$ cat src/sv/dasc_pkg.sv
// Shared types, codes and angle arithmetic for the dome azimuth slew controller.
package dasc_pkg;

  // Angles are centidegrees, 0..35999, wrapping at one full turn.
  localparam int unsigned AngleW = 16;
  localparam logic [AngleW-1:0] FULL_TURN = 16'd36000;
  localparam logic [AngleW-1:0] HALF_TURN = 16'd18000;
  localparam logic signed [AngleW:0] FullTurnS = 17'sd36000;
  localparam logic signed [AngleW:0] HalfTurnS = 17'sd18000;

  // Configuration port geometry: eight 32-bit registers at 4-byte spacing.
  localparam int unsigned RegIdxW = 3;
  localparam int unsigned PaddrW = RegIdxW + 2;
  localparam int unsigned PdataW = 32;

  // Capability mask bit positions.
  localparam int unsigned CAP_FIND_HOME = 0;
  localparam int unsigned CAP_PARK = 1;
  localparam int unsigned CAP_SET_PARK = 2;
  localparam int unsigned CAP_SET_AZ = 3;
  localparam int unsigned CAP_SYNC = 4;

  // Request codes.
  typedef enum logic [3:0] {
    REQ_TICK      = 4'd0,
    REQ_SLEW_TO   = 4'd1,
    REQ_FIND_HOME = 4'd2,
    REQ_PARK      = 4'd3,
    REQ_SET_PARK  = 4'd4,
    REQ_SYNC      = 4'd5,
    REQ_ABORT     = 4'd6,
    REQ_ENCODER   = 4'd7,
    REQ_QUERY     = 4'd8
  } req_code_t;

  // Result status codes.
  typedef enum logic [1:0] {
    STATUS_OK       = 2'd0,
    STATUS_INVALID  = 2'd1,
    STATUS_NOT_IMPL = 2'd2
  } status_t;

  // Register indexes on the configuration port.
  typedef enum logic [RegIdxW-1:0] {
    REG_DEADBAND     = 3'd0,
    REG_SLOW_RANGE   = 3'd1,
    REG_SLOW_SPEED   = 3'd2,
    REG_FAST_SPEED   = 3'd3,
    REG_SIM_STEP     = 3'd4,
    REG_HOME_DEGREES = 3'd5,
    REG_EXT_ENCODER  = 3'd6,
    REG_CAP_MASK     = 3'd7
  } reg_idx_t;

  // Request payload.
  typedef struct packed {
    logic [3:0]        req_type;
    logic [AngleW-1:0] azimuth_value;
  } req_item_t;

  // Result payload.
  typedef struct packed {
    logic [1:0]        status;
    logic              slewing;
    logic              motor_on;
    logic [7:0]        motor_speed;
    logic              motor_ccw;
    logic [AngleW-1:0] azimuth_out;
    logic              at_home;
    logic              at_park;
  } res_item_t;

  // Configuration as seen by the datapath; home_cd is home in centidegrees, wrapped.
  typedef struct packed {
    logic [14:0]       deadband;
    logic [14:0]       slow_range;
    logic [7:0]        slow_speed;
    logic [7:0]        fast_speed;
    logic [14:0]       sim_step;
    logic [8:0]        home_degrees;
    logic              external_encoder;
    logic [4:0]        capability_mask;
    logic [AngleW-1:0] home_cd;
  } cfg_t;

  localparam cfg_t CfgReset = '{
    deadband:         15'd100,
    slow_range:       15'd1000,
    slow_speed:       8'd64,
    fast_speed:       8'd255,
    sim_step:         15'd100,
    home_degrees:     9'd0,
    external_encoder: 1'b0,
    capability_mask:  5'd31,
    home_cd:          16'd0
  };

  // Stage record handed from the execute stage to the report stage.
  typedef struct packed {
    logic [1:0]        status;
    logic              slewing;
    logic              motor_on;
    logic [7:0]        motor_speed;
    logic              motor_ccw;
    logic [AngleW-1:0] position;
    logic [AngleW-1:0] sync_offset;
    logic [AngleW-1:0] park_cd;
  } stage_t;

  // (a + b) mod one turn, both operands already in range.
  function automatic logic [AngleW-1:0] angle_add(input logic [AngleW-1:0] a,
                                                  input logic [AngleW-1:0] b);
    logic [AngleW:0] s;
    s = {1'b0, a} + {1'b0, b};
    if (s >= {1'b0, FULL_TURN}) s = s - {1'b0, FULL_TURN};
    return s[AngleW-1:0];
  endfunction

  // (a - b) mod one turn, both operands already in range.
  function automatic logic [AngleW-1:0] angle_sub(input logic [AngleW-1:0] a,
                                                  input logic [AngleW-1:0] b);
    logic [AngleW:0] d;
    d = {1'b0, a} - {1'b0, b};
    if (d[AngleW]) d = d + {1'b0, FULL_TURN};
    return d[AngleW-1:0];
  endfunction

  // Shortest signed delta from cur to tgt, -18000..17999.
  function automatic logic signed [AngleW-1:0] short_delta(input logic [AngleW-1:0] tgt,
                                                           input logic [AngleW-1:0] cur);
    logic signed [AngleW:0] d;
    d = $signed({1'b0, tgt}) - $signed({1'b0, cur});
    if (d >= HalfTurnS) d = d - FullTurnS;
    else if (d < -HalfTurnS) d = d + FullTurnS;
    return $signed(d[AngleW-1:0]);
  endfunction

  // Magnitude of a shortest delta; never above a half turn.
  function automatic logic [14:0] angle_mag(input logic signed [AngleW-1:0] d);
    logic signed [AngleW-1:0] m;
    m = d[AngleW-1] ? -d : d;
    return m[14:0];
  endfunction

endpackage

$ cat src/sv/dasc_report.sv
// Report stage: user-frame azimuth, home and park tests, and the result register.
module dasc_report import dasc_pkg::*; (
  input  logic      clk,
  input  logic      rst,
  input  cfg_t      cfg,
  input  logic      s1_valid,
  input  stage_t    s1,
  output logic      s1_take,
  output logic      out_valid,
  input  logic      out_ready,
  output res_item_t out_item
);

  res_item_t out_next;
  logic [AngleW-1:0] home_mech;
  logic [AngleW-1:0] park_mech;

  assign s1_take = s1_valid && (!out_valid || out_ready);

  // Home and park are user-frame angles; compare them in the mechanical frame.
  always_comb begin
    home_mech = angle_sub(cfg.home_cd, s1.sync_offset);
    park_mech = angle_sub(s1.park_cd, s1.sync_offset);

    out_next.status      = s1.status;
    out_next.slewing     = s1.slewing;
    out_next.motor_on    = s1.motor_on;
    out_next.motor_speed = s1.motor_speed;
    out_next.motor_ccw   = s1.motor_ccw;
    out_next.azimuth_out = angle_add(s1.position, s1.sync_offset);
    out_next.at_home     = angle_mag(short_delta(home_mech, s1.position)) <= cfg.deadband;
    out_next.at_park     = angle_mag(short_delta(park_mech, s1.position)) <= cfg.deadband;
  end

  // Result register holds until the receiver takes the transfer.
  always_ff @(posedge clk) begin
    if (rst) begin
      out_valid <= 1'b0;
    end else if (s1_take) begin
      out_valid <= 1'b1;
    end else if (out_ready) begin
      out_valid <= 1'b0;
    end
  end

  always_ff @(posedge clk) begin
    if (s1_take) begin
      out_item <= out_next;
    end
  end

endmodule

$ cat config.mk
export PLATFORM = sky130hd
export DESIGN_NAME = dasc_report
export DESIGN_NICKNAME = d
export VERILOG_FILES = /design/src/sv/dasc_pkg.sv /design/src/sv/dasc_report.sv
export SDC_FILE = /design/constraint.sdc
export NUM_CORES = 1
export LEC_CHECK = 0
export ABC_CLOCK_PERIOD_IN_PS = 8200
export BUFFER_PORTS_ARGS = -buffer_cell sky130_fd_sc_hd__buf_2
export CELL_PAD_IN_SITES_DETAIL_PLACEMENT = 1
export CELL_PAD_IN_SITES_GLOBAL_PLACEMENT = 2
export CORE_ASPECT_RATIO = 0.5
export CORE_MARGIN = 2
export CORE_UTILIZATION = 29
export CTS_CLUSTER_SIZE = 28
export DETAILED_ROUTE_END_ITERATION = 8
export PLACE_DENSITY = 0.84
export RECOVER_POWER = 25
export SYNTH_ARGS = -nofsm -noshare
export SYNTH_HDL_FRONTEND = slang
export SYNTH_SLANG_ARGS = --single-unit
export TNS_END_PERCENT = 1
$ cat constraint.sdc
create_clock -name clk -period 8.2 [get_ports clk]
set_input_delay 0.41 -clock clk [delete_from_list [all_inputs] [get_ports clk]]
set_output_delay 0.41 -clock clk [all_outputs]
set_load 0.01 [all_outputs]
# [Word level (Yosys, flattened, before mapping)]
# Cells that the tools add are included.
[classes] add_sub_neg=14 n_mul=0 div_mod_pow=0 n_lt_le_gt_ge=7 eq_ne=0 n_shift=0 n_mux=11 bitwise=0 reduce_logical=4
[op_table] cell="2-to-1 mux 16 bit" count=7
[op_table] cell="subtractor 16 x 16 -> 17 bit" count=4
[op_table] cell="adder 16 bit (second input constant)" count=4
[op_table] cell="greater-or-equal comparator 17 x 16 -> 1 bit (second input constant)" count=3
[op_table] cell="subtractor 16 bit (second input constant)" count=3
[op_table] cell="less-than comparator 17 x 16 -> 1 bit (second input constant)" count=2
[op_table] cell="less-or-equal comparator 15 bit" count=2
[op_table] cell="2-to-1 mux 15 bit" count=2
[op_table] cell="negator 15 bit" count=2
[op_table] cell="adder 16 x 16 -> 17 bit" count=1
[op_table] cell="2-to-1 mux 1 bit" count=2
[op_table] cell="nonzero test 2 bit" count=1
[op_table] cell="logical AND 1 bit" count=1
[op_table] cell="logical NOT 1 bit" count=1
[op_table] cell="logical OR 1 bit" count=1
[totals] ff_bits=32 latchBits=0 ram_bits=0 romBits=0 in_bits=157 output_inout_bits=33 word_cells=45 n_memories=0

# [Depth between registers and ports, before layout]
[depth] word_depth=10 ltp_mapped=43 mapped_depth_nobuf=41

# [Worst setup path before layout]
# Ideal clock, no wire load.
[synth_path] kind="input to register" start="in s1[0] in the netlist's numbering" end="reg out_item[0] in the netlist's numbering (data pin)" setup_ns=0.188 arrival_ns=7.469 required_time_ns=8.012 slack_ns=0.543 cell_stages=42 path_buffers=4 cell_sequence="inv_1 > ha_1 > fa_1 > nor2b_1 > o21ai_0 > a21boi_0 > o21ai_0 > a21boi_0 > o2111ai_1 > nand3_1 > a41oi_1 > o21ai_1 > nor2_1 > xor2_1 > ha_1 > clkbuf_1 > a21o_1 > a221oi_1 > (+6 left out) > a22o_1 > xnor2_2 > buf_2 > nor2_1 > a21oi_1 > ha_1 > nor2b_1 > o21ai_0 > nand2b_1 > a21oi_1 > nor2b_1 > o21ai_0 > nand2b_1 > a21oi_1 > nor2_1 > a211oi_1 > o21ai_0 > o41ai_1"
[synth_rtl] item="start: declaration" line="dasc_report.sv:7" text="input stage_t s1,"
[synth_rtl] item="end signal: assignment" line="dasc_report.sv:48" text="out_item <= out_next;"
[synth_rtl] item="end: declaration" line="dasc_report.sv:11" text="output res_item_t out_item"

==> impl_metrics.env <==
export IMPL_worstPathMaxFanout=10
export IMPL_ctsResizeCount=0
export IMPL_timing_hold_ws_ns=0.263
export IMPL_cts_tree="done"
export IMPL_crit_path_end_kind="register"
export IMPL_min_delay_start="rst"
export IMPL_ys_seq_area_share_pct=11.6
export IMPL_start_util_pct=29.6
export IMPL_die_w_um=242
export IMPL_relSlewSlack_pct=30.1
export IMPL_finalSetupViolCount=0
export IMPL_outcome="finished clean"
export IMPL_leakage_uw=0.00458
export IMPL_synthesis_area_mm2=0.00823
export IMPL_drt_iter0_drc=269
export IMPL_drtPass1Iterations=5
export IMPL_ys_types=87
export IMPL_dp_hpwl_um=24700
export IMPL_die_area_mm2=0.0298
export IMPL_yosysWarnings=0
export IMPL_timing_final_crit_period_ns=7.64
export IMPL_cts_buffer_depth=2
export IMPL_cpPeakStageDelay_ns=0.46
export IMPL_synth_most_common_cell="ha_1"
export IMPL_synth_top_area_share_pct=19.0
export IMPL_cts_root_buffer="clkbuf_16"
export IMPL_synthArstFlopShare_pct=0
export IMPL_required_ns=8.37
export IMPL_ys_flop_type="edfxtp_1"
export IMPL_min_period_over_period_pct=93.2
export IMPL_worstMarginPinSlew_ns=1.02
export IMPL_routed_wl_um=28500
export IMPL_row_count=43
export IMPL_synth_area_per_cell_um2=7.83
export IMPL_grt_max_degree=32
export IMPL_cts_buffers=5
export IMPL_power_density_mw_per_mm2=551
export IMPL_vdd_drop_max_uv=199
export IMPL_setup_tns_ns=0
export IMPL_portBuffers=128
export IMPL_grt_pass1_wl_um=45300
export IMPL_max_freq_ghz=0.131
export IMPL_gp_congestion=0.897
export IMPL_hold_class="in2reg"
export IMPL_yosysTopAreaCell="ha_1"
export IMPL_cp_arrival_ns=7.81
export IMPL_overflow=0
export IMPL_grt_pass1_vias=8737
export IMPL_grt_use_total_pct=18.8
export IMPL_setup_slack_ns=0.557
export IMPL_crit_type="in2reg"
export IMPL_syn_num_nets=1338
export IMPL_hold_viol_final=0
export IMPL_synth_common_cells="ha_1, inv_1, nor2_1"
export IMPL_drc=0
export IMPL_ioPinCount=190
export IMPL_drive_above_1_share_pct=19.8
export IMPL_whs_path_depth=2
export IMPL_area_delta_synth_final_pct=21.8
export IMPL_finClkSkew_ns=0.00413
export IMPL_h_tree_depth=2
export IMPL_syn_inst=1051
export IMPL_worstReg2RegEnd="out_item[17]"
export IMPL_rrSetupSlack_ns=6.91
export IMPL_cap_violations=0
export IMPL_final_area_mm2=0.0100
export IMPL_drt_vias_per_instance=5.26
export IMPL_cts_sinks=32
export IMPL_ys_top_cells_by_area="ha_1, edfxtp_1, xnor2_1"
export IMPL_antenna_found_initial=1
export IMPL_drt_wirelength_per_cell_um=17.7
export IMPL_ctsHoldBuffers=0
export IMPL_nets=1516
export IMPL_cp_slowest_cell="or3_1"
export IMPL_final_antenna_net_count=0
export IMPL_post_cts_buffers=0
export IMPL_ys_ff_latch=32
export IMPL_rr_worst_depth=2
export IMPL_r2r_start="out_valid"
export IMPL_core_mm2=0.0278
export IMPL_die_h_um=123
export IMPL_start_kind="primary input"
export IMPL_slew_viol_final=0
export IMPL_synth_edf_count=31
export IMPL_placed_cell_area_mm2=0.00971
export IMPL_clk_pin_slew_ns=0.06
export IMPL_grt_setup_unrepaired="false"
export IMPL_insertion_delay_ns=0.30
export IMPL_worstHoldEndpoint="out_valid"
export IMPL_dp_slack_ns=-0.237
export IMPL_vias=8487
-- area by class of cell --
class / instances / area [µm²]
sequential: 32 / 951
clock buffer: 5 / 125
inverter: 97 / 364
clock inverter: 3 / 46.3
antenna: 1 / 2.50
timing repair buffer: 183 / 1040
tap: 382 / 478
fill: 3471 / 17800
multi-input combinational: 910 / 7020
-- worst max-delay path: cells and delay by family --
kind,cells,cell delay (ns)
and+or+nand+nor,13,1.87
xor gates and xnor gates,2,0.28
buffers and inverters,4,0.49
adders and majority gates,4,1.28
AOI/OAI and AO/OA,19,3.45
-- stage by stage --
| stage | util, % | instances | total power, µW |
|---|---|---|---|
| finish | 36.0 | 1613 | 5520 |
| global placement | 34.9 | 1604 | 4950 |
| CTS | 35.5 | 1612 | 5470 |
| detailed placement | 34.9 | 1604 | 5220 |
| global route | 36.0 | 1613 | 6170 |
| floorplan | - | 1051 | 3810 |
-- cell usage in the layout, fill, tap and decap left out, drive strengths merged, types with 8 or more instances in the layout --
cell	synthesis	layout
o31ai	8	8
nor2	95	95
nand3	18	18
nor4	11	11
or2	12	12
o21ai	72	72
a21oi	58	58
o21a	16	16
clkbuf	6	15
nor3	31	31
nand2	58	58
o22ai	12	12
nand2b	22	22
xnor2	62	62
nor2b	20	20
a21o	28	28
a31oi	25	25
inv	97	98
o211ai	8	8
or3	10	10
nor3b	11	11
edfxtp	31	31
a21boi	17	17
nand4	10	10
ha	125	125
buf	6	173
xor2	49	49
-- worst max path at each step --
stage,start,slack (ns),end,cells after the start
6_report,cfg[0],0.56,out_item[1],42
5_1_grt,cfg[0],0.01,out_item[1],39
4_1_cts,cfg[0],0.05,out_item[1],43
3_5_place_dp,cfg[0],-0.24,out_item[1],43
3_3_place_gp,s1[18],0.13,out_item[1],40
2_1_floorplan,s1[0],0.54,out_item[0],42
-- flip-flops by register name (all words and copies together), names as in the netlist --
register	flops
out_valid	1
out_item	31
-- routing by layer --
layer  wire length, µm  GRT usage [%]
met1             14100           24.8
met2             13200           32.8
met3               617           2.13
met4               611           4.98
met5                 0              0
-- power breakdown --
group	leakage (µW)	internal [µW]	switching (µW)	total, µW
sequential	0.000308	232	5.97	238
clock	0.0000804	144	82.7	227
combinational	0.00419	2250	2810	5060
-- cells by family after synthesis --
family	count (synthesis)	share of synthesized area [%]
AO/OA/AOI/OAI	325	28.2
XOR/XNOR	111	12.5
adder cells (fa/ha/maj)	130	20.2
buffers and inverters	109	5.21
flip-flops	32	11.6
multiplexers	10	1.26
AND/OR/NAND/NOR	334	21.1
Note: power is estimated with default switching activity, not from simulation.
