### src/sv/dasc_pkg.sv
// Shared types, codes and angle arithmetic for the dome azimuth slew controller.
package dasc_pkg;

  // Angles are centidegrees, 0..35999, wrapping at one full turn.
  localparam int unsigned AngleW = 16;
  localparam logic [AngleW-1:0] FULL_TURN = 16'd36000;
  localparam logic [AngleW-1:0] HALF_TURN = 16'd18000;
  localparam logic signed [AngleW:0] FullTurnS = 17'sd36000;
  localparam logic signed [AngleW:0] HalfTurnS = 17'sd18000;

  // Configuration port geometry: eight 32-bit registers at 4-byte spacing.
  localparam int unsigned RegIdxW = 3;
  localparam int unsigned PaddrW = RegIdxW + 2;
  localparam int unsigned PdataW = 32;

  // Capability mask bit positions.
  localparam int unsigned CAP_FIND_HOME = 0;
  localparam int unsigned CAP_PARK = 1;
  localparam int unsigned CAP_SET_PARK = 2;
  localparam int unsigned CAP_SET_AZ = 3;
  localparam int unsigned CAP_SYNC = 4;

  // Request codes.
  typedef enum logic [3:0] {
    REQ_TICK      = 4'd0,
    REQ_SLEW_TO   = 4'd1,
    REQ_FIND_HOME = 4'd2,
    REQ_PARK      = 4'd3,
    REQ_SET_PARK  = 4'd4,
    REQ_SYNC      = 4'd5,
    REQ_ABORT     = 4'd6,
    REQ_ENCODER   = 4'd7,
    REQ_QUERY     = 4'd8
  } req_code_t;

  // Result status codes.
  typedef enum logic [1:0] {
    STATUS_OK       = 2'd0,
    STATUS_INVALID  = 2'd1,
    STATUS_NOT_IMPL = 2'd2
  } status_t;

  // Register indexes on the configuration port.
  typedef enum logic [RegIdxW-1:0] {
    REG_DEADBAND     = 3'd0,
    REG_SLOW_RANGE   = 3'd1,
    REG_SLOW_SPEED   = 3'd2,
    REG_FAST_SPEED   = 3'd3,
    REG_SIM_STEP     = 3'd4,
    REG_HOME_DEGREES = 3'd5,
    REG_EXT_ENCODER  = 3'd6,
    REG_CAP_MASK     = 3'd7
  } reg_idx_t;

  // Request payload.
  typedef struct packed {
    logic [3:0]        req_type;
    logic [AngleW-1:0] azimuth_value;
  } req_item_t;

  // Result payload.
  typedef struct packed {
    logic [1:0]        status;
    logic              slewing;
    logic              motor_on;
    logic [7:0]        motor_speed;
    logic              motor_ccw;
    logic [AngleW-1:0] azimuth_out;
    logic              at_home;
    logic              at_park;
  } res_item_t;

  // Configuration as seen by the datapath; home_cd is home in centidegrees, wrapped.
  typedef struct packed {
    logic [14:0]       deadband;
    logic [14:0]       slow_range;
    logic [7:0]        slow_speed;
    logic [7:0]        fast_speed;
    logic [14:0]       sim_step;
    logic [8:0]        home_degrees;
    logic              external_encoder;
    logic [4:0]        capability_mask;
    logic [AngleW-1:0] home_cd;
  } cfg_t;

  localparam cfg_t CfgReset = '{
    deadband:         15'd100,
    slow_range:       15'd1000,
    slow_speed:       8'd64,
    fast_speed:       8'd255,
    sim_step:         15'd100,
    home_degrees:     9'd0,
    external_encoder: 1'b0,
    capability_mask:  5'd31,
    home_cd:          16'd0
  };

  // Stage record handed from the execute stage to the report stage.
  typedef struct packed {
    logic [1:0]        status;
    logic              slewing;
    logic              motor_on;
    logic [7:0]        motor_speed;
    logic              motor_ccw;
    logic [AngleW-1:0] position;
    logic [AngleW-1:0] sync_offset;
    logic [AngleW-1:0] park_cd;
  } stage_t;

  // (a + b) mod one turn, both operands already in range.
  function automatic logic [AngleW-1:0] angle_add(input logic [AngleW-1:0] a,
                                                  input logic [AngleW-1:0] b);
    logic [AngleW:0] s;
    s = {1'b0, a} + {1'b0, b};
    if (s >= {1'b0, FULL_TURN}) s = s - {1'b0, FULL_TURN};
    return s[AngleW-1:0];
  endfunction

  // (a - b) mod one turn, both operands already in range.
  function automatic logic [AngleW-1:0] angle_sub(input logic [AngleW-1:0] a,
                                                  input logic [AngleW-1:0] b);
    logic [AngleW:0] d;
    d = {1'b0, a} - {1'b0, b};
    if (d[AngleW]) d = d + {1'b0, FULL_TURN};
    return d[AngleW-1:0];
  endfunction

  // Shortest signed delta from cur to tgt, -18000..17999.
  function automatic logic signed [AngleW-1:0] short_delta(input logic [AngleW-1:0] tgt,
                                                           input logic [AngleW-1:0] cur);
    logic signed [AngleW:0] d;
    d = $signed({1'b0, tgt}) - $signed({1'b0, cur});
    if (d >= HalfTurnS) d = d - FullTurnS;
    else if (d < -HalfTurnS) d = d + FullTurnS;
    return $signed(d[AngleW-1:0]);
  endfunction

  // Magnitude of a shortest delta; never above a half turn.
  function automatic logic [14:0] angle_mag(input logic signed [AngleW-1:0] d);
    logic signed [AngleW-1:0] m;
    m = d[AngleW-1] ? -d : d;
    return m[14:0];
  endfunction

endpackage

### src/sv/dasc_cfg.sv
// APB-style configuration register file for the slew controller.
module dasc_cfg import dasc_pkg::*; (
  input  logic              clk,
  input  logic              rst,
  input  logic              psel,
  input  logic              penable,
  input  logic              pwrite,
  input  logic [PaddrW-1:0] paddr,
  input  logic [PdataW-1:0] pwdata,
  output logic [PdataW-1:0] prdata,
  output logic              pready,
  output cfg_t              cfg
);

  reg_idx_t    reg_idx;
  logic        wr_en;
  logic [15:0] home_prod;
  logic [15:0] home_cd_next;

  assign pready  = 1'b1;
  assign reg_idx = reg_idx_t'(paddr[PaddrW-1:2]);
  assign wr_en   = psel && penable && pwrite;

  // Home in centidegrees, wrapped once; at most 511 degrees comes in.
  always_comb begin
    home_prod    = 16'(pwdata[8:0]) * 16'd100;
    home_cd_next = (home_prod >= FULL_TURN) ? home_prod - FULL_TURN : home_prod;
  end

  // Register writes on the access phase of a write transfer.
  always_ff @(posedge clk) begin
    if (rst) begin
      cfg <= CfgReset;
    end else if (wr_en) begin
      unique case (reg_idx)
        REG_DEADBAND:     cfg.deadband         <= pwdata[14:0];
        REG_SLOW_RANGE:   cfg.slow_range       <= pwdata[14:0];
        REG_SLOW_SPEED:   cfg.slow_speed       <= pwdata[7:0];
        REG_FAST_SPEED:   cfg.fast_speed       <= pwdata[7:0];
        REG_SIM_STEP:     cfg.sim_step         <= pwdata[14:0];
        REG_HOME_DEGREES: begin
          cfg.home_degrees <= pwdata[8:0];
          cfg.home_cd      <= home_cd_next;
        end
        REG_EXT_ENCODER:  cfg.external_encoder <= pwdata[0];
        REG_CAP_MASK:     cfg.capability_mask  <= pwdata[4:0];
        default:          ;
      endcase
    end
  end

  // Read-back mux.
  always_comb begin
    unique case (reg_idx)
      REG_DEADBAND:     prdata = PdataW'(cfg.deadband);
      REG_SLOW_RANGE:   prdata = PdataW'(cfg.slow_range);
      REG_SLOW_SPEED:   prdata = PdataW'(cfg.slow_speed);
      REG_FAST_SPEED:   prdata = PdataW'(cfg.fast_speed);
      REG_SIM_STEP:     prdata = PdataW'(cfg.sim_step);
      REG_HOME_DEGREES: prdata = PdataW'(cfg.home_degrees);
      REG_EXT_ENCODER:  prdata = PdataW'(cfg.external_encoder);
      REG_CAP_MASK:     prdata = PdataW'(cfg.capability_mask);
      default:          prdata = '0;
    endcase
  end

endmodule

### config.mk
export PLATFORM = sky130hd
export DESIGN_NAME = dasc_cfg
export DESIGN_NICKNAME = d
export VERILOG_FILES = /design/src/sv/dasc_pkg.sv /design/src/sv/dasc_cfg.sv
export SDC_FILE = /design/constraint.sdc
export NUM_CORES = 1
export LEC_CHECK = 0
export BUFFER_PORTS_ARGS = -buffer_cell sky130_fd_sc_hd__buf_2
export CELL_PAD_IN_SITES_DETAIL_PLACEMENT = 0
export CELL_PAD_IN_SITES_GLOBAL_PLACEMENT = 1
export CORE_UTILIZATION = 37
export DETAILED_ROUTE_END_ITERATION = 16
export GPL_TIMING_DRIVEN = 0
export PLACE_DENSITY = 0.89
export SLEW_MARGIN = 25
export SYNTH_ARGS = -nofsm -noshare
export SYNTH_HDL_FRONTEND = slang
export SYNTH_SLANG_ARGS = --single-unit
### constraint.sdc
create_clock -name clk -period 4.7 [get_ports clk]
set_input_delay 0 -clock clk [delete_from_list [all_inputs] [get_ports clk]]
set_output_delay 0 -clock clk [all_outputs]
set_load 0.005 [all_outputs]
== Yosys cells after proc, flatten, opt, wreduce, memory -nomap -nowiden ==
Cells that the tools add are included.

* Register bits: 92
* Bits of input ports: 42
* Output and inout bits: 125
* Logic and storage cells: 32

* Add/sub/neg operators: 1
* Multiply operators: 1
* $lt $le $gt $ge: 1
* Equality and inequality tests: 7
* Multiplexer cells: 2
* Reductions and logical operators: 11

{| class="wikitable"
|+ Operators by type and width
! kind !! number
|-
| one-hot mux 32 bit (8 select lines) || 1
|-
| >= comparator 16 bit (second input constant) || 1
|-
| 2-to-1 mux 16 bit || 1
|-
| AND reduction 2 bit || 8
|-
| subtractor 16 bit (second input constant) || 1
|-
| multiplier 9 x 5 -> 14 bit (second input constant) || 1
|-
| equality test 3 bit (second input constant) || 4
|-
| equality test 3 x 2 -> 1 bit (second input constant) || 2
|-
| equality test 3 x 1 -> 1 bit (second input constant) || 1
|-
| logical NOT 3 bit || 1
|-
| logical AND 1 bit || 2
|}

== Logic depth before layout (Yosys ltp) ==
Gate-level depths: netlist of the first run.

* Depth after elaboration: 3
* Depth in mapped cells: 15
* Mapped depth without buffers: 14

== Least setup slack after synthesis of the first run ==
OpenSTA, ideal clock, no wires.

* Kind: input-to-reg
* Start point: input port pwdata[2]
* End point: register cfg[13] (netlist name)
* Library setup time: 74 ps
* Arrival time: 3,437 ps
* Data required time: 4,626 ps
* Path slack: 1,189 ps
* Stages: 12
* Path buffers: 0
* Cells stage by stage: ha_1 > ha_1 > fa_1 > ha_1 > nor2b_4 > o31a_1 > o21a_1 > or3_1 > and2_4 > or3_1 > or4_1 > a31oi_1

* Word-level cells in the longest chain between the ends: 3
* Elaborated cells on any way between the ends: 4

{| class="wikitable"
|+ RTL lines
! what !! line !! RTL
|-
| start: declaration || dasc_cfg.sv:9 || <nowiki>input logic [PdataW-1:0] pwdata,</nowiki>
|-
| multiplier 9 x 5 -> 14 bit (*) || dasc_cfg.sv:26 || <nowiki>home_prod = 16'(pwdata[8:0]) * 16'd100;</nowiki>
|-
| subtractor 16 bit / >= comparator 16 bit (equally long branches) || dasc_cfg.sv:27 || <nowiki>home_cd_next = (home_prod >= FULL_TURN) ? home_prod - FULL_TURN : home_prod;</nowiki>
|-
| 2-to-1 mux 16 bit (*) || dasc_cfg.sv:27 ||
|-
| end signal: assignment || dasc_cfg.sv:33 || <nowiki>cfg <= CfgReset;</nowiki>
|-
| end: declaration || dasc_cfg.sv:12 || <nowiki>output cfg_t cfg</nowiki>
|}

Every way passes the cells marked *; elsewhere a longest branch is shown, timed or not.
A chain may end at the register's enable or synchronous reset.

== Worst setup path after layout of the first run ==
* Start point: input port pwdata[3]
* End point: register cfg[6] (netlist name)

The elaborated chain is that of the path after synthesis.

==> results of run 1 <==
[through the flow]
| stage | setup slack (ps) | total power, mW | instance area (um2) | cells |
|---|---|---|---|---|
| 2_1_floorplan | 1190 | 1.13 | 5170 | 654 |
| 3_3_place_gp | 634 | 1.26 | 6020 | 955 |
| 3_5_place_dp | 642 | 1.26 | 6020 | 955 |
| 4_1_cts | 969 | 1.99 | 6390 | 977 |
| 5_1_grt | 679 | 2.09 | 6390 | 977 |
| 6_report | 960 | 1.99 | 6390 | 977 |
[per-layer routing]
metal  vias up  routed length (um)
li1       2478                   -
met1      2393                7480
met3        26                1310
met2       222                7800
met5         -                   0
met4         0                 282
[how the worst min path moves through the flow]
stage	endpoint	depth (start not counted)	slack [ps]
after floorplan	cfg[18]$_SDFFE_PP1P_	1	120
after global placement	cfg[71]$_SDFFE_PP1P_	3	250
final	cfg[24]$_SDFFE_PP0P_	3	20
after detailed placement	cfg[71]$_SDFFE_PP1P_	3	270
after global routing	cfg[24]$_SDFFE_PP0P_	3	20
after CTS	cfg[24]$_SDFFE_PP0P_	3	20
[cells in the final DEF, fill, tap and decap left out, drive strengths merged, types with 6 or more instances in the layout]
master	netlist	routed
mux2i	23	23
nand3b	13	13
nor2	56	56
conb	2	20
dlygate4sd3	0	7
o21ai	18	18
nand3	7	7
nor2b	17	17
a21oi	62	62
xnor2	6	6
o211ai	6	6
ha	34	34
inv	26	26
dfxtp	87	87
a211o	17	17
buf	26	151
clkbuf	35	47
nand2	120	120
a211oi	8	8
[cell families (layout without fill, tap and decap cells)]
logic type                 Yosys count  after routing
buffers and inverters               88            235
DFF                                 87             87
muxes                               29             29
other                                2             20
and+or+nand+nor                    237            237
adders and majority gates           38             38
AOI/OAI and AO/OA                  146            146
xor gates and xnor gates             9              9
[worst min-delay path: cells and delay by family]
family / cells / cell delay [ps]
buffers and inverters: 1 / 180
and+or+nand+nor: 1 / 80
AOI/OAI and AO/OA: 1 / 50
[power groups by stage]
stage | logic, mW | clock network, mW | registers [mW]
finish | 0.510 | 0.726 | 0.751
global route | 0.571 | 0.767 | 0.751
CTS | 0.504 | 0.732 | 0.751
detailed placement | 0.495 | 0 | 0.767
global placement | 0.493 | 0 | 0.767
floorplan | 0.365 | 0 | 0.766
[synthesized netlist by cell type, types with 2 or more instances]
library cell,number
or3_1,3
clkbuf_1,35
inv_1,26
buf_1,3
mux2i_1,23
nor4_1,2
a2bb2oi_1,2
a211oi_1,7
nand3_1,7
or2_2,5
dfxtp_1,87
o41ai_1,2
fa_1,4
nor3_1,4
nor2b_1,16
a21oi_1,62
mux4_2,4
a21o_1,3
o211ai_1,6
buf_4,23
xor2_1,3
nor2_1,56
nand3b_1,13
nand2_1,120
xnor2_1,6
mux2_2,2
o311ai_0,2
nand4_1,2
o21ai_0,17
o21bai_1,2
o21a_1,4
a31oi_1,4
o31ai_1,2
o31a_1,3
conb_1,2
ha_1,34
nand2b_1,2
o32a_1,2
a211o_1,16
[timing repair]
action / CTS / global route
setup endpoints to repair: 0 / 0
resized for setup: 0 / 0
endpoints found under the hold margin: 21 / 0
hold buffers: 7 / 0
setup buffers: 0 / 0
[area by class of cell]
| cell class | count | area, um2 | share of cell area, % |
|---|---|---|---|
| plain buffers | 61 | 315 | 4.94 |
| multi-input cells | 479 | 3010 | 47.2 |
| clock inverters | 3 | 42.5 | 0.666 |
| clock buffers | 12 | 256 | 4.02 |
| flip-flops and latches | 87 | 1740 | 27.3 |
| inverters | 27 | 101 | 1.59 |
| repair buffers | 132 | 696 | 10.9 |
| well taps | 176 | 220 | 3.45 |
==> metrics.md, run 1 <==
| Metric | Value |
|---|---|
| Sequential share of power | 37.8% |
| Clock power frac | 36.5% |
| Core area | 0.0133 mm2 |
| Internal power | 1.39 mW |
| Crit path from | pwdata[3] |
| Critical path's most frequent cell | ha_1 |
| Routed WL per cell | 17.3 um |
| Area Growth Syn to Fin | 25.1% |
| Setup TNS | 0 ps |
| M3 GR Usage | 4.93% |
| Asr flop ratio synth | 0% |
| Post-route ant nets | 0 |
| Synth top area cells | dfxtp_1 34%, nand2_1 8.8%, ha_1 8.3% |
| Primary FF master, synth | dfxtp_1 |
| Routability cong. | 0.903 |
| # DRC | 0 |
| Type of the most critical hold path | input pin to flip-flop |
| Die H | 119 um |
| ANT cells | 0 |
| Total CTS buffers | 9 |
| Largest net degree at the start of global routing | 14 |
| Initial drt markers | 401 |
| Core Rows | 42 |
| Sw Share | 30.3% |
| Setup crit end | cfg[6]$_SDFFE_PP0P_ |
| Adder-cell share of the synthesized area | 9.90% |
| Fmax | 0.267 GHz |
| I/O pin total | 167 |
| Relative slew slack | 40.0% |
| Met1 Track Usage GR | 32.1% |
| Yosys cell types | 59 |
| Tightest Pin Transition | 896 ps |
| Hold slack | 24.8 ps |
| Nets | 877 |
| Reg with most FFs | cfg |
| DP HPWL | 12400 um |
| NetSw | 602 uW |
| RSZ-0062 raised after global routing | false |
| Critical path arrival | 3990 ps |
| Final Skew | 0 ps |
| Worst path slowest cell | fa_1 |
| DRT Pass-1 Iters | 5 |
| Min Tclk post-route | 3740 ps |
| Initial antenna violation count | 0 |
| CP peak stage delay | 500 ps |
| Comb pwr share | 25.7% |
| Worst R2R Setup Slack | 3800 ps |
| CP top delay family | compound AO/OA/AOI/OAI gates |
| DR vias/cell | 5.24 |
| Clock Sinks | 87 |
| CP Launch Type | input pin |
| Post-synthesis simple-gate area fraction | 20.8% |
| Detailed Route WL | 16900 um |
| CTS tree | built |
| FF-to-FF Start | cfg[17]$_SDFFE_PP1P_ |
| CP cell instances | buf_2 > ha_1 > ha_1 > inv_1 > fa_1 > inv_1 > ha_1 > o21ai_0 > o31ai_1 > a31oi_1 > xnor2_1 > a211o_2 > o21ai_2 > mux2_2 > a211oi_1 |
| XOR/XNOR Fraction of Synth Area | 1.54% |
| GR Util met2 | 37.7% |
| Number of global-route vias before repair | 4620 |
| Final Setup Violations | 0 |
| Gr usage total | 23.6% |
| Mapped Cells | 636 |
| # port buffers | 125 |
| Synth top area share | 34.1% |
| VDD IR-drop max | 207 uV |
| Hold path startpoint | pwdata[2] |
| Skew-Pair Late Insertion Delay | 330 ps |
| Biggest regs | cfg x87 |
| Sequential-to-total area share from yosys stat | 34.1% |
| Number of flip-flops under the largest register name | 87 |
| Post-synth EDFFs | 0 |
| CP max FO | 10 |
| Mapped cell area | 0.00510 mm2 |
| Mux cell area share after synthesis | 6.72% |
| Max Cap Viol | 0 |
| Post-synthesis register bit count | 87 |
| Via count | 5119 |
| Fillers | 1362 |
| CP required | 4950 ps |
| Yosys Warn Count | 0 |
| First-pass GRT wire length | 25800 um |
| Fin. max-slew vios | 0 |
| H-tree depth | 3 |
| CTS Buffer Depth | 2 |
| Gr busiest metal | met2 |
| CP Capture Type | flip-flop |
| Crit Path Class | input pin to flip-flop |
| Grt ovf | 0 |
| Starting Density | 38.2% |
| Layout cells sized above 1 | 22.3% |
| Crit path depth | 15 |
| Clock transition at path regs | 50 ps |
| Die Area | 0.0143 mm2 |
| Pwr per Cell Area | 311 mW/mm2 |
| Chip Width | 119 um |
| R2R cell count | 2 |
| Worst R2R End | cfg[17]$_SDFFE_PP1P_ |
| Worst Path Buf+Inv | 3 |
| Period utilization | 79.6% |
| Clock root buffer | clkbuf_16 |
| Final Core Density | 47.8% |
| Fin. Hold Viols | 0 |
| Synth Area in Compound Gates | 18.6% |
| Combinational family with the most area after synthesis | simple AND/OR/NAND/NOR gates |
| Pleak | 2.81 nW |
| Syn Area/Cell | 8.02 um2 |
| Largest area contributor in the netlist | dfxtp_1 |
| Status | finished, final reports clean |
Power figures use the tool's default switching activity.
==> run 2: changes to the inputs <==
==> constraint.sdc (replaced) <==
create_clock -name clk -period 3.6 [get_ports clk]
set_input_delay 0 -clock clk [delete_from_list [all_inputs] [get_ports clk]]
set_output_delay 0 -clock clk [all_outputs]
set_load 0.005 [all_outputs]
==> metrics.md, run 2 (synthesis results as in run 1) <==
| Metric | Value |
|---|---|
| Chip Width | 119 um |
| DRT Pass-1 Iters | 5 |
| Relative slew slack | 39.8% |
| Final Core Density | 48.7% |
| Hold path startpoint | pwdata[3] |
| H-tree depth | 3 |
| # port buffers | 125 |
| Clock transition at path regs | 60 ps |
| Hold slack | 21.5 ps |
| Setup TNS | 0 ps |
| Pwr per Cell Area | 411 mW/mm2 |
| Routed WL per cell | 17.4 um |
| Crit Path Class | input pin to flip-flop |
| Final Skew | 0 ps |
| Die H | 119 um |
| Sequential share of power | 36.7% |
| Routability cong. | 0.903 |
| CP Capture Type | flip-flop |
| Largest net degree at the start of global routing | 14 |
| DR vias/cell | 5.30 |
| Most common cell after layout, fill and taps aside | buf_2 |
| Final instance area | 0.00650 mm2 |
| # Post-CTS Setup Buffers | 0 |
| Pwr Total | 2.67 mW |
| Clock Sinks | 87 |
| Period utilization | 97.9% |
| Gr usage total | 23.6% |
| Status | finished, final reports clean |
| Type of the most critical hold path | input pin to flip-flop |
| Fillers | 1358 |
| FF-to-FF Start | cfg[17]$_SDFFE_PP1P_ |
| Via count | 5164 |
| Reg with most FFs | cfg |
| CP max FO | 9 |
| VDD IR-drop max | 271 uV |
| Core area | 0.0133 mm2 |
| CTS tree | built |
| I/O pin total | 167 |
| # DRC | 0 |
| Biggest regs | cfg x87 |
| Internal power | 1.85 mW |
| Layout cells sized above 1 | 23.8% |
| Placed inst area | 0.00602 mm2 |
| Fin cells | 975 |
| Tightest Pin Transition | 900 ps |
| DP HPWL | 12400 um |
| Clock power frac | 35.5% |
| CP required | 3860 ps |
| Fin. max-slew vios | 0 |
| Starting Density | 38.2% |
| Number of global-route vias before repair | 4639 |
| NetSw | 823 uW |
| Nets | 875 |
| Pleak | 2.82 nW |
| Crit path from | pwdata[2] |
| # placed instances | 955 |
| CTS Buffer Depth | 2 |
| Number of flip-flops under the largest register name | 87 |
| Critical path arrival | 3780 ps |
| Initial antenna violation count | 0 |
| Initial drt markers | 523 |
| Core Rows | 42 |
| Setup WS post-layout | 76.0 ps |
| Final Setup Violations | 0 |
| Max Cap Viol | 0 |
| Post-route ant nets | 0 |
| Sw Share | 30.8% |
| Clock root buffer | clkbuf_16 |
| Fmax | 0.284 GHz |
| Comb pwr share | 27.9% |
| CP Launch Type | input pin |
| Total CTS buffers | 9 |
| Fin. Hold Viols | 0 |
| RSZ-0062 raised after global routing | true |
| Grt ovf | 0 |
| ANT cells | 0 |
| Die Area | 0.0143 mm2 |
| Area Growth Syn to Fin | 27.4% |
| Skew-Pair Late Insertion Delay | 330 ps |
| Most frequent cells in the layout | 122 x buf_2, 120 x nand2_1, 87 x dfxtp_1 |
| First-pass GRT wire length | 25800 um |
| Min Tclk post-route | 3520 ps |
| Detailed Route WL | 17000 um |
| Place WS | -458 ps |
## run 2: changes by cell type in the layout (fill, tap and decap cells not counted), sizes merged
| cell | previous run | this run |
|---|---|---|
| buf | 151 | 149 |
## run 2: critical path, cell delays in order
cell and delay, ps:
clkbuf_4 180, ha_4 260, ha_1 310, fa_1 550, ha_4 230, nor2b_4 120
o31a_1 340, o21a_1 200, or3_4 340, and2_4 180, or3_1 370, or4_1 510
a31oi_1 180
## run 2: layout make-up
type | count | area [um2] | area share, %
inverters | 27 | 101 | 1.56
well taps | 176 | 220 | 3.39
flip-flops and latches | 87 | 1740 | 26.8
plain buffers | 59 | 309 | 4.75
clock buffers | 12 | 256 | 3.94
multi-input cells | 479 | 3130 | 48.1
repair buffers | 132 | 706 | 10.9
clock inverters | 3 | 42.5 | 0.654
## run 2: metal layers
metal	share of wire [%]	GRT usage, %	vias up
met2	47	38.0	220
met3	7.3	4.93	26
met5	0	0	-
met4	1.7	6.33	0
li1	-	-	2471
met1	44	31.8	2447
## run 2: power groups by stage
stage	clock network, mW	registers (mW)	logic [mW]
6_report	0.949	0.980	0.746
5_1_grt	1.00	0.981	0.823
4_1_cts	0.955	0.980	0.666
3_5_place_dp	0	1.00	0.647
3_3_place_gp	0	1.00	0.643
2_1_floorplan	0	1.00	0.476
## run 2: path summary, 6_finish.rpt
check	endpoint	slack (ps)	cells past startpoint
max	cfg[13]$_SDFFE_PP0P_	80	13
max reg2reg	cfg[17]$_SDFFE_PP1P_	2710	2
min reg2reg	cfg[76]$_SDFFE_PP0P_	470	2
min	cfg[34]$_SDFFE_PP0P_	20	3
## run 2: timing repair
item                                    in CTS  in global routing
endpoints found under the setup margin       3                  5
hold buffers                                 7                  0
gates cloned                                 0                  0
resized for setup                            5                 17
hold endpoints to repair                    21                  0
pin swaps                                    0                  3
